<file path="src/hw/rtl/amsc_pkg.sv">
// types and constants of the accelerometer step counter
package amsc_pkg;

  // step counter width
  localparam int unsigned COUNT_BITS = 16;

  // serial datapath sizes
  localparam int unsigned AXIS_W     = 16;
  localparam int unsigned SQ_W       = 32;
  localparam int unsigned MAG_W      = 16;
  localparam int unsigned SQR_STEPS  = 8;   // two multiplier bits per cycle
  localparam int unsigned ROOT_STEPS = 16;  // one root bit per cycle
  localparam int unsigned CNT_W      = $clog2(ROOT_STEPS);
  localparam int unsigned NUM_AXES   = 3;

  // configuration port
  localparam int unsigned PADDR_W       = 3;
  localparam int unsigned PDATA_W       = 32;
  localparam logic [15:0] THRESHOLD_RST = 16'd491;
  localparam logic        REG_THRESHOLD = 1'b0;

  typedef struct packed {
    logic signed [15:0] accel_x;
    logic signed [15:0] accel_y;
    logic signed [15:0] accel_z;
    logic               reset_pressed;
    logic               toggle_pressed;
  } in_item_t;

  typedef struct packed {
    logic [15:0] step_count;
    logic        running;
    logic        step_detected;
  } out_item_t;

  // magnitude of a two's complement axis value
  function automatic logic [AXIS_W-1:0] abs_axis(input logic signed [AXIS_W-1:0] v);
    logic [AXIS_W-1:0] r;
    r = v[AXIS_W-1] ? AXIS_W'(-v) : AXIS_W'(v);
    return r;
  endfunction

endpackage

</file>
<file path="src/hw/rtl/accel_magnitude_step_counter_unit.sv">
// accelerometer magnitude step counter, top level
//
//  channel | dir | handshake                | payload
//  in      | in  | in_valid_i / in_stall_o   | in_item_i  (amsc_pkg::in_item_t)
//  out     | out | out_valid_o / out_stall_i | out_item_o (amsc_pkg::out_item_t)
//  cfg     | in  | psel/penable/pwrite       | paddr, pwdata, prdata
//
// an item that computes a magnitude goes through accept, squaring (three
// radix-4 shift-add lanes), sum, square root (one root bit per cycle) and
// result; an item with reset pressed or while stopped goes from accept to result
// the output register holds one result, so a new item is taken while it waits
// reset clears the count, the running flag, the stored magnitude and the
// threshold (to 491)
module accel_magnitude_step_counter_unit (
  input  logic                               clk_i,
  input  logic                               rst_ni,
  input  logic                               in_valid_i,
  output logic                               in_stall_o,
  input  amsc_pkg::in_item_t                 in_item_i,
  output logic                               out_valid_o,
  input  logic                               out_stall_i,
  output amsc_pkg::out_item_t                out_item_o,
  input  logic                               psel,
  input  logic                               penable,
  input  logic                               pwrite,
  input  logic [amsc_pkg::PADDR_W-1:0]       paddr,
  input  logic [amsc_pkg::PDATA_W-1:0]       pwdata,
  output logic [amsc_pkg::PDATA_W-1:0]       prdata,
  output logic                               pready
);

  typedef enum logic [3:0] {
    ST_IDLE = 4'b0001,
    ST_SQR  = 4'b0010,
    ST_SUM  = 4'b0100,
    ST_FIN  = 4'b1000
  } state_e;

  localparam int unsigned RootW = amsc_pkg::MAG_W;
  localparam int unsigned RemW  = RootW + 1;

  state_e state_q, state_d;
  logic   in_root_q;

  // architectural state
  logic [amsc_pkg::COUNT_BITS-1:0] step_q;
  logic                            run_q;
  logic [amsc_pkg::MAG_W-1:0]      last_q;
  logic [15:0]                     thr_q;

  // latched item controls
  logic rst_btn_q;
  logic run_new_q;
  logic compute_q;

  // squaring lanes
  logic [amsc_pkg::SQ_W-1:0]   mcand_q [amsc_pkg::NUM_AXES];
  logic [amsc_pkg::AXIS_W-1:0] mplier_q[amsc_pkg::NUM_AXES];
  logic [amsc_pkg::SQ_W-1:0]   acc_q   [amsc_pkg::NUM_AXES];
  logic [amsc_pkg::SQ_W-1:0]   acc_d   [amsc_pkg::NUM_AXES];
  logic [amsc_pkg::AXIS_W-1:0] abs_in  [amsc_pkg::NUM_AXES];

  // square root
  logic [amsc_pkg::SQ_W-1:0] rad_q;
  logic [RemW-1:0]           rem_q;
  logic [RootW-1:0]          root_q;
  logic [RemW+1:0]           rem_sh;
  logic [RemW+1:0]           trial;
  logic                      take;

  logic [amsc_pkg::CNT_W-1:0] cnt_q;

  // output register
  logic                out_valid_q;
  amsc_pkg::out_item_t out_q;

  logic accept;
  logic out_free;
  logic finish;
  logic cfg_wr;
  logic rise_hit;
  logic not_sat;
  logic compute_in;

  assign accept     = in_valid_i && !in_stall_o;
  assign in_stall_o = (state_q != ST_IDLE) || in_root_q;
  assign out_free   = !out_valid_q || !out_stall_i;
  assign finish     = (state_q == ST_FIN) && out_free;
  assign compute_in = !in_item_i.reset_pressed && (run_q ^ in_item_i.toggle_pressed);

  assign abs_in[0] = amsc_pkg::abs_axis(in_item_i.accel_x);
  assign abs_in[1] = amsc_pkg::abs_axis(in_item_i.accel_y);
  assign abs_in[2] = amsc_pkg::abs_axis(in_item_i.accel_z);

  // radix-4 partial product per lane
  always_comb begin
    for (int i = 0; i < amsc_pkg::NUM_AXES; i++) begin
      acc_d[i] = acc_q[i]
               + (mplier_q[i][0] ? mcand_q[i] : '0)
               + (mplier_q[i][1] ? {mcand_q[i][amsc_pkg::SQ_W-2:0], 1'b0} : '0);
    end
  end

  // restoring root step: bring down two radicand bits, try (root << 2) | 1
  assign rem_sh = {rem_q, rad_q[amsc_pkg::SQ_W-1 -: 2]};
  assign trial  = {1'b0, root_q, 2'b01};
  assign take   = rem_sh >= trial;

  // sequencer; the root phase runs in ST_IDLE while the flag in_root_q is set
  always_comb begin
    state_d = state_q;
    unique case (state_q)
      ST_IDLE: begin
        if (in_root_q) begin
          if (cnt_q == amsc_pkg::CNT_W'(amsc_pkg::ROOT_STEPS - 1)) state_d = ST_FIN;
        end else if (accept) begin
          state_d = compute_in ? ST_SQR : ST_FIN;
        end
      end
      ST_SQR: begin
        if (cnt_q == amsc_pkg::CNT_W'(amsc_pkg::SQR_STEPS - 1)) state_d = ST_SUM;
      end
      ST_SUM:  state_d = ST_IDLE;
      ST_FIN: begin
        if (out_free) state_d = ST_IDLE;
      end
      default: state_d = ST_IDLE;
    endcase
  end

  always_ff @(posedge clk_i or negedge rst_ni) begin
    if (!rst_ni) begin
      state_q   <= ST_IDLE;
      in_root_q <= 1'b0;
      cnt_q     <= '0;
    end else begin
      state_q <= state_d;
      if (state_q == ST_SUM) begin
        in_root_q <= 1'b1;
      end else if (in_root_q &&
                   cnt_q == amsc_pkg::CNT_W'(amsc_pkg::ROOT_STEPS - 1)) begin
        in_root_q <= 1'b0;
      end
      if (state_q != state_d || state_q == ST_SUM) begin
        cnt_q <= '0;
      end else begin
        cnt_q <= cnt_q + 1'b1;
      end
    end
  end

  // item latch, squaring lanes and root datapath
  always_ff @(posedge clk_i) begin
    if (accept) begin
      rst_btn_q <= in_item_i.reset_pressed;
      run_new_q <= run_q ^ in_item_i.toggle_pressed;
      compute_q <= compute_in;
      for (int i = 0; i < amsc_pkg::NUM_AXES; i++) begin
        mcand_q[i]  <= amsc_pkg::SQ_W'(abs_in[i]);
        mplier_q[i] <= abs_in[i];
        acc_q[i]    <= '0;
      end
    end else if (state_q == ST_SQR) begin
      for (int i = 0; i < amsc_pkg::NUM_AXES; i++) begin
        mcand_q[i]  <= {mcand_q[i][amsc_pkg::SQ_W-3:0], 2'b00};
        mplier_q[i] <= {2'b00, mplier_q[i][amsc_pkg::AXIS_W-1:2]};
        acc_q[i]    <= acc_d[i];
      end
    end
    if (state_q == ST_SUM) begin
      rad_q  <= acc_q[0] + acc_q[1] + acc_q[2];
      rem_q  <= '0;
      root_q <= '0;
    end else if (in_root_q) begin
      rad_q  <= {rad_q[amsc_pkg::SQ_W-3:0], 2'b00};
      rem_q  <= take ? RemW'(rem_sh - trial) : RemW'(rem_sh);
      root_q <= {root_q[RootW-2:0], take};
    end
  end

  // step decision: rise = mag - last > threshold
  assign rise_hit = {1'b0, root_q} > ({1'b0, last_q} + {1'b0, thr_q});
  assign not_sat  = step_q != '1;

  // architectural state and threshold register
  assign cfg_wr = psel && penable && pwrite && pready;

  always_ff @(posedge clk_i or negedge rst_ni) begin
    if (!rst_ni) begin
      step_q <= '0;
      run_q  <= 1'b0;
      last_q <= '0;
      thr_q  <= amsc_pkg::THRESHOLD_RST;
    end else begin
      if (cfg_wr && paddr[2] == amsc_pkg::REG_THRESHOLD) begin
        thr_q <= pwdata[15:0];
      end
      if (finish) begin
        if (rst_btn_q) begin
          step_q <= '0;
        end else begin
          run_q <= run_new_q;
          if (compute_q) begin
            last_q <= root_q;
            if (rise_hit && not_sat) step_q <= step_q + 1'b1;
          end
        end
      end
    end
  end

  // output register
  always_ff @(posedge clk_i or negedge rst_ni) begin
    if (!rst_ni) begin
      out_valid_q <= 1'b0;
    end else if (finish) begin
      out_valid_q <= 1'b1;
    end else if (!out_stall_i) begin
      out_valid_q <= 1'b0;
    end
  end

  always_ff @(posedge clk_i) begin
    if (finish) begin
      if (rst_btn_q) begin
        out_q.step_count    <= '0;
        out_q.running       <= run_q;
        out_q.step_detected <= 1'b0;
      end else begin
        out_q.running       <= run_new_q;
        out_q.step_detected <= compute_q && rise_hit && not_sat;
        if (compute_q && rise_hit && not_sat) begin
          out_q.step_count <= 16'(step_q + 1'b1);
        end else begin
          out_q.step_count <= 16'(step_q);
        end
      end
    end
  end

  assign out_valid_o = out_valid_q;
  assign out_item_o  = out_q;

  // register read
  assign pready = 1'b1;
  assign prdata = (paddr[2] == amsc_pkg::REG_THRESHOLD)
                ? amsc_pkg::PDATA_W'(thr_q) : '0;

endmodule

</file>
<file path="config.mk">
export PLATFORM = sky130hd
export DESIGN_NAME = accel_magnitude_step_counter_unit
export DESIGN_NICKNAME = d
export VERILOG_FILES = /design/src/hw/rtl/amsc_pkg.sv /design/src/hw/rtl/accel_magnitude_step_counter_unit.sv
export SDC_FILE = /design/constraint.sdc
export NUM_CORES = 1
export LEC_CHECK = 0
export BUFFER_PORTS_ARGS = -buffer_cell sky130_fd_sc_hd__buf_2
export CORE_ASPECT_RATIO = 0.7
export CORE_UTILIZATION = 45
export DETAILED_ROUTE_END_ITERATION = 6
export PLACE_DENSITY_LB_ADDON = 0.12
export SKIP_LAST_GASP = 1
export SLEW_MARGIN = 30
export SYNTH_ARGS = -nofsm -noshare
export SYNTH_HDL_FRONTEND = slang
export SYNTH_SLANG_ARGS = --single-unit
</file>
<file path="constraint.sdc">
create_clock -name clk_i -period 9.5 [get_ports clk_i]
set_input_delay 1.9 -clock clk_i [delete_from_list [all_inputs] [get_ports clk_i]]
set_output_delay 1.9 -clock clk_i [all_outputs]
set_load 0.03 [all_outputs]
</file>
==> results of run 1 <==
## cells in the mapped netlist (26+ instances only)
| master | n |
|---|---|
| ha_1 | 178 |
| o21a_1 | 93 |
| xnor2_1 | 72 |
| nor2_1 | 216 |
| edfxtp_1 | 293 |
| o21ai_0 | 133 |
| xor2_1 | 88 |
| clkbuf_1 | 89 |
| and3_1 | 26 |
| inv_1 | 353 |
| nor2b_1 | 51 |
| dfxtp_1 | 33 |
| a21oi_1 | 129 |
| a21o_1 | 81 |
| nand2_1 | 353 |
| nand3_1 | 48 |
| and2_1 | 66 |
| nand4_1 | 28 |
| mux2i_1 | 43 |
| fa_1 | 126 |
| dfrtp_1 | 51 |
| nor3_1 | 52 |
## layout by cell type (no fill, tap or decap), types with 51 or more instances in the layout
master / count
a21o_1: 81
a21oi_1: 129
and2_1: 66
buf_2: 109
edfxtp_1: 293
fa_1: 126
ha_1: 178
inv_1: 353
nand2_1: 351
nor2_1: 216
nor2b_1: 51
nor3_1: 51
o21a_1: 93
o21ai_0: 133
xnor2_1: 72
xor2_1: 88
## registers in the layout, summed over array words and instances, names as in the netlist
| signal | cells |
|---|---|
| run_new_q | 1 |
| acc_q | 96 |
| mcand_q | 96 |
| in_root_q | 1 |
| compute_q | 1 |
| root_q | 16 |
| rst_btn_q | 1 |
| last_q | 16 |
| rad_q | 32 |
| step_q | 16 |
| mplier_q | 48 |
| out_item_o | 18 |
| cnt_q | 4 |
| thr_q | 16 |
| rem_q | 17 |
| state_q | 4 |
| out_valid_o | 1 |
| run_q | 1 |
## per-layer routing
metal  vias up  routed length [um]  GRT usage
met3        71                2860     0.0273
met5         -                   0          0
met1      9845               34800      0.330
met4         0                 848     0.0408
li1      10200                   -          -
met2       377               24500      0.275
## area by class of cell
| class | count | share of cell area |
|---|---|---|
| sequential | 385 | 0.353 |
| clock buffer | 59 | 0.0391 |
| multi-input combinational | 2101 | 0.498 |
| tap | 819 | 0.0330 |
| inverter | 353 | 0.0427 |
| timing repair buffer | 129 | 0.0234 |
| clock inverter | 22 | 0.0110 |
## kinds of logic (layout without fill, tap and decap cells)
| group | count (synthesis) | count (layout) | share of synthesized area |
|---|---|---|---|
| flip-flops | 385 | 385 | 0.389 |
| AND/OR/NAND/NOR | 937 | 937 | 0.155 |
| buffers and inverters | 466 | 563 | 0.0650 |
| multiplexers | 65 | 65 | 0.0241 |
| AO/OA/AOI/OAI | 618 | 618 | 0.148 |
| other | 2 | 17 | 0.000267 |
| adder cells (fa/ha/maj) | 304 | 304 | 0.169 |
| XOR/XNOR | 160 | 160 | 0.0498 |
## worst max-delay path by stage
stage	endpoint	slack [ns]	cells past startpoint
after floorplan	acc_q[0][0]$_SDFFCE_PN0P_	1.80	2
after CTS	out_item_o[13]$_SDFFCE_PP0P_	3.71	20
after detailed placement	out_item_o[13]$_SDFFCE_PP0P_	3.77	20
final	out_item_o[13]$_SDFFCE_PP0P_	3.96	20
after global placement	out_item_o[13]$_SDFFCE_PP0P_	3.84	20
after global routing	out_item_o[13]$_SDFFCE_PP0P_	3.62	20
## report_power, final
part	switching, W	internal (W)
combinational	0.00436	0.00308
clock	0.000709	0.00114
sequential	0.000528	0.00251
## per-stage QoR
step | power, W | utilization | worst slack [ns] | instance area, sq um
after floorplan | 0.00884 | - | 1.80 | 28200
after global routing | 0.0135 | 0.504 | 3.62 | 31000
final | 0.0123 | 0.504 | 3.96 | 31000
after CTS | 0.0123 | 0.503 | 3.71 | 31000
after detailed placement | 0.0104 | 0.478 | 3.77 | 29400
after global placement | 0.0102 | 0.477 | 3.84 | 29400
==> out/summary.txt, run 1 <==
clock sinks: 385
CTS tree: built
final setup violation count: 0
I/O Buffers: 109
post_cts resized: 0
worst slew pin tran: 0.914 ns
max-cap viol count: 0
initial antenna violation count: 0
# hold bufs at CTS: 0
Top FF cell, synth: edfxtp_1
Power Density: 397 nW/um^2
EDFF count, synth: 293
fmax: 181 MHz
syn avg cell area: 9.58 sq um
Critical-path top delay cell: dfstp_2
final WL: 63000 um
setup_tns: 0 ns
die area: 63500 sq um
hold path depth: 1
H-tree lvl count: 2
core area: 61600 sq um
Ys Warns: 0
most area-consuming cells after synthesis: edfxtp_1 (31%), fa_1 (9.0%), ha_1 (7.9%), inv_1 (4.7%), nand2_1 (4.7%)
hold endpoint: cnt_q[0]$_DFF_PN0_
Mapped Cells: 2937
post-synth top area share: 0.313
final slew viol count: 0
Hold Vio Cnt, Final: 0
asr flop ratio synth: 0.153
R2R Path End: out_item_o[13]$_SDFFCE_PP0P_
Crit Path Category: flip-flop to flip-flop
final worst path period need: 5.54 ns
Layout fillers: 5730
CP max FO: 17
Finished Layout Cells: 3868
Final Cycle Share: 0.583
row count: 76
final global-route overflow total: 0
Post-CTS Setup Repair Bufs: 0
drt wl/cell: 16.3 um
Die Y: 211 um
CP startpoint: thr_q[1]$_DFFE_PN1P_
HPWL Detailed: 47600 um
pin count of the biggest net entering global routing: 76
Synth cell types: 86
IO Pins: 145
Die W: 301 um
Residual DRC: 0
VDD IR-drop max: 157 uV
initial core utilization: 0.457
Synth area leader: edfxtp_1
vias per cell: 5.31
status: finished, final reports clean
Synth Cell Area: 28100 sq um
clk buf depth: 3
Via Count: 20.5k
CP top delay family: compound AO/OA/AOI/OAI gates
worst rel slew slack: 0.387
total global routing track utilization: 0.201
DR pass1 iterations: 5
vias in the first global route: 19.9k
r2r setup slk: 3.96 ns
Crit path buffers/inverters: 0
Leak Pwr: 14.0 nW
WP data required: 9.82 ns
multi-input logic area: 15500 sq um
FF+latch count, synth: 385
Area Overhead vs Synth: 10.3%
placed insts: 3785
CP Cell Sequence: ha_1, a21o_1, a21o_1, a211oi_1, o311ai_0, a31oi_1, nor2b_1, o21a_1, o41ai_1, xor2_1, ha_1, o21a_1, o21ai_0, a21oi_1, nand3_1, a21o_1, a31oi_4, and3_1, nand3_1, mux2_2
FF/Latch Area: 10900 sq um
worst-skew pair later-pin latency: 0.58 ns
cells on worst reg2reg path: 20
RSZ-0062 raised after global routing: false
layout net count: 3410
number of diodes: 0
CP Launch Type: flip-flop
Num CTS Buffers: 44
Seq/Total Area, Yosys: 0.389
post-route ant nets: 0
Hold Startpoint: cnt_q[0]$_DFF_PN0_
worst r2r src: thr_q[1]$_DFFE_PN1P_
crit end category: flip-flop
WP data arrival: 5.86 ns
Top cell by count, worst path: a21o_1
layout cell share with drive strength beyond 1: 0.0872
root buffer cell: clkbuf_16
Setup Skew: 0.0238 ns
Clk pin slew, worst setup/hold paths: 0.06 ns
global placement routability congestion: 0.902
Crit path largest cell delay: 0.56 ns
Detailed Route Iter0 Violations: 1170
worst hold margin: 0.457 ns
first-pass GRT wire length: 103000 um
Worst Hold Class: flip-flop to flip-flop
(Power assumes the default switching activity.)
==> inputs of run 2 (changes only) <==
clock period = 5 ns   (was 9.5 ns; I/O delays follow)
==> run 2 against run 1 <==
Die area did not move; power rose by 88%; fmax rose by 18%; combinational power rose by 91%; clock skew fell by 0.0028 ns; worst setup slack got worse by 3.7 ns; final cell count did not move; count of clock-buffer cells in the layout did not move; non-clock buffer count rose by 3; largest cell class unchanged.
==> out/summary.txt, run 2 (synthesized netlist as in run 1, its figures left out) <==
status: finished, final reports clean
max-cap viol count: 0
Crit path largest cell delay: 0.56 ns
I/O Buffers: 109
core area: 61600 sq um
VDD IR-drop max: 288 uV
IO Pins: 145
RSZ-0062 raised after global routing: false
Power Density: 750 nW/um^2
Clock power frac: 0.138
Psw: 0.0106 W
vias in the first global route: 20.0k
WP data arrival: 5.03 ns
Sw Share: 0.459
Layout fillers: 5759
CP Launch Type: flip-flop
worst slew pin tran: 0.940 ns
Leak Pwr: 13.9 nW
commonest non-fill, non-tap cell in the layout: inv_1
# hold bufs at CTS: 0
row count: 76
placed cell areas: 29500 sq um
CP startpoint: thr_q[1]$_DFFE_PN1P_
first-pass GRT wire length: 105000 um
r2r setup slk: 0.29 ns
number of diodes: 0
final WL: 62900 um
final core occ: 0.502
clk buf depth: 3
CTS tree: built
CP max FO: 7
R2R Path End: out_item_o[13]$_SDFFCE_PP0P_
cell area after layout: 30900 sq um
die area: 63500 sq um
global placement routability congestion: 0.904
Worst Hold Class: flip-flop to flip-flop
final global-route overflow total: 0
Detailed Route Iter0 Violations: 1439
setup_tns: 0 ns
HPWL Detailed: 47000 um
Final Cycle Share: 0.943
Die Y: 211 um
H-tree lvl count: 2
final slew viol count: 0
most frequent cells in the layout: inv_1 (353), nand2_1 (351), edfxtp_1 (293)
Area Overhead vs Synth: 9.97%
Total Power: 0.0232 W
final worst path period need: 4.71 ns
end point of the critical path: out_item_o[13]$_SDFFCE_PP0P_
critical path depth: 20
worst rel slew slack: 0.373
Die W: 301 um
pin count of the biggest net entering global routing: 202
post-route ant nets: 0
logic gate share of total power: 0.614
initial core utilization: 0.457
fmax: 212 MHz
layout cell share with drive strength beyond 1: 0.0869
DR pass1 iterations: 5
WP data required: 5.32 ns
total global routing track utilization: 0.204
initial antenna violation count: 0
cells on worst reg2reg path: 20
CP Cell Sequence: ha_1, a21o_1, a21o_1, a211oi_2, o311ai_0, a31oi_1, nor2b_1, o21a_1, o41ai_2, xor2_1, ha_1, o21a_1, o21ai_0, a21oi_1, nand3_1, a21o_1, a31oi_4, and3_4, nand3_1, mux2_2
Crit Path Category: flip-flop to flip-flop
internal power: 0.0126 W
Via Count: 20.3k
Crit path buffers/inverters: 0
worst-skew pair later-pin latency: 0.58 ns
Hold Vio Cnt, Final: 0
CP top delay family: compound AO/OA/AOI/OAI gates
root buffer cell: clkbuf_16
vias per cell: 5.26
Top cell by count, worst path: a21o_1
worst r2r src: thr_q[1]$_DFFE_PN1P_
Residual DRC: 0
drt wl/cell: 16.3 um
layout net count: 3412
Num CTS Buffers: 43
Critical-path top delay cell: dfstp_2
Clk pin slew, worst setup/hold paths: 0.06 ns
Reg power frac: 0.248
Setup Skew: 0.0210 ns
Post-CTS Setup Repair Bufs: 0
final setup violation count: 0
clock sinks: 385
crit end category: flip-flop
Largest regs: acc_q (96), mcand_q (96), mplier_q (48)
## run 2: metal layers
layer  part of all wire  GRT usage
met5                  0          0
met4              0.015     0.0422
met3              0.049     0.0321
met2               0.38      0.276
met1               0.55      0.335
## run 2: final cells by class
class | count | area (sq um) | share of cell area
timing repair buffer | 132 | 759 | 0.0245
tap | 819 | 1020 | 0.0331
clock inverter | 19 | 158 | 0.00510
clock buffer | 59 | 1240 | 0.0401
inverter | 353 | 1330 | 0.0428
sequential | 385 | 10900 | 0.354
multi-input combinational | 2101 | 15500 | 0.500
## run 2: worst register-to-register path, stage by stage, from the launching register on
cell	delay, ns
dfstp_2	0.56
ha_1	0.23
a21o_1	0.17
a21o_1	0.23
a211oi_2	0.30
o311ai_0	0.18
a31oi_1	0.22
nor2b_1	0.09
o21a_1	0.23
o41ai_2	0.24
xor2_1	0.11
ha_1	0.33
o21a_1	0.13
o21ai_0	0.08
a21oi_1	0.14
nand3_1	0.10
a21o_1	0.18
a31oi_4	0.24
and3_4	0.30
nand3_1	0.10
mux2_2	0.29
## run 2: metrics by stage
stage	hold WS, ns	worst slack (ns)	instances
4_1_cts	0.463	0.0570	3868
5_1_grt	0.520	0.0196	3868
3_5_place_dp	0.455	0.0227	3790
3_3_place_gp	0.447	0.0851	3790
2_1_floorplan	0.433	0.0747	2952
6_report	0.463	0.287	3868
## run 2: repair_timing
item	in CTS	in global routing
pin swaps	0	1
resized for setup	1	5
endpoints found under the setup margin	2	32
## run 2: how the worst min path moves through the flow
stage,start,endpoint,slack (ns),depth (start not counted)
floorplan,cnt_q[0]$_DFF_PN0_,cnt_q[0]$_DFF_PN0_,0.43,1
global placement,cnt_q[0]$_DFF_PN0_,cnt_q[0]$_DFF_PN0_,0.45,1
detailed placement,cnt_q[0]$_DFF_PN0_,cnt_q[0]$_DFF_PN0_,0.46,1
CTS,cnt_q[0]$_DFF_PN0_,cnt_q[0]$_DFF_PN0_,0.46,1
global route,last_q[11]$_DFFE_PN0P_,last_q[11]$_DFFE_PN0P_,0.52,2
finish,cnt_q[0]$_DFF_PN0_,cnt_q[0]$_DFF_PN0_,0.46,1
## run 2: power by group through the flow
| stage | Sequential (W) | Combinational [W] | Clock, W |
|---|---|---|---|
| after global placement | 0.00578 | 0.0137 | 0 |
| after global routing | 0.00590 | 0.0161 | 0.00342 |
| after floorplan | 0.00547 | 0.0112 | 0 |
| after detailed placement | 0.00579 | 0.0140 | 0 |
| final | 0.00575 | 0.0142 | 0.00321 |
| after CTS | 0.00574 | 0.0141 | 0.00330 |
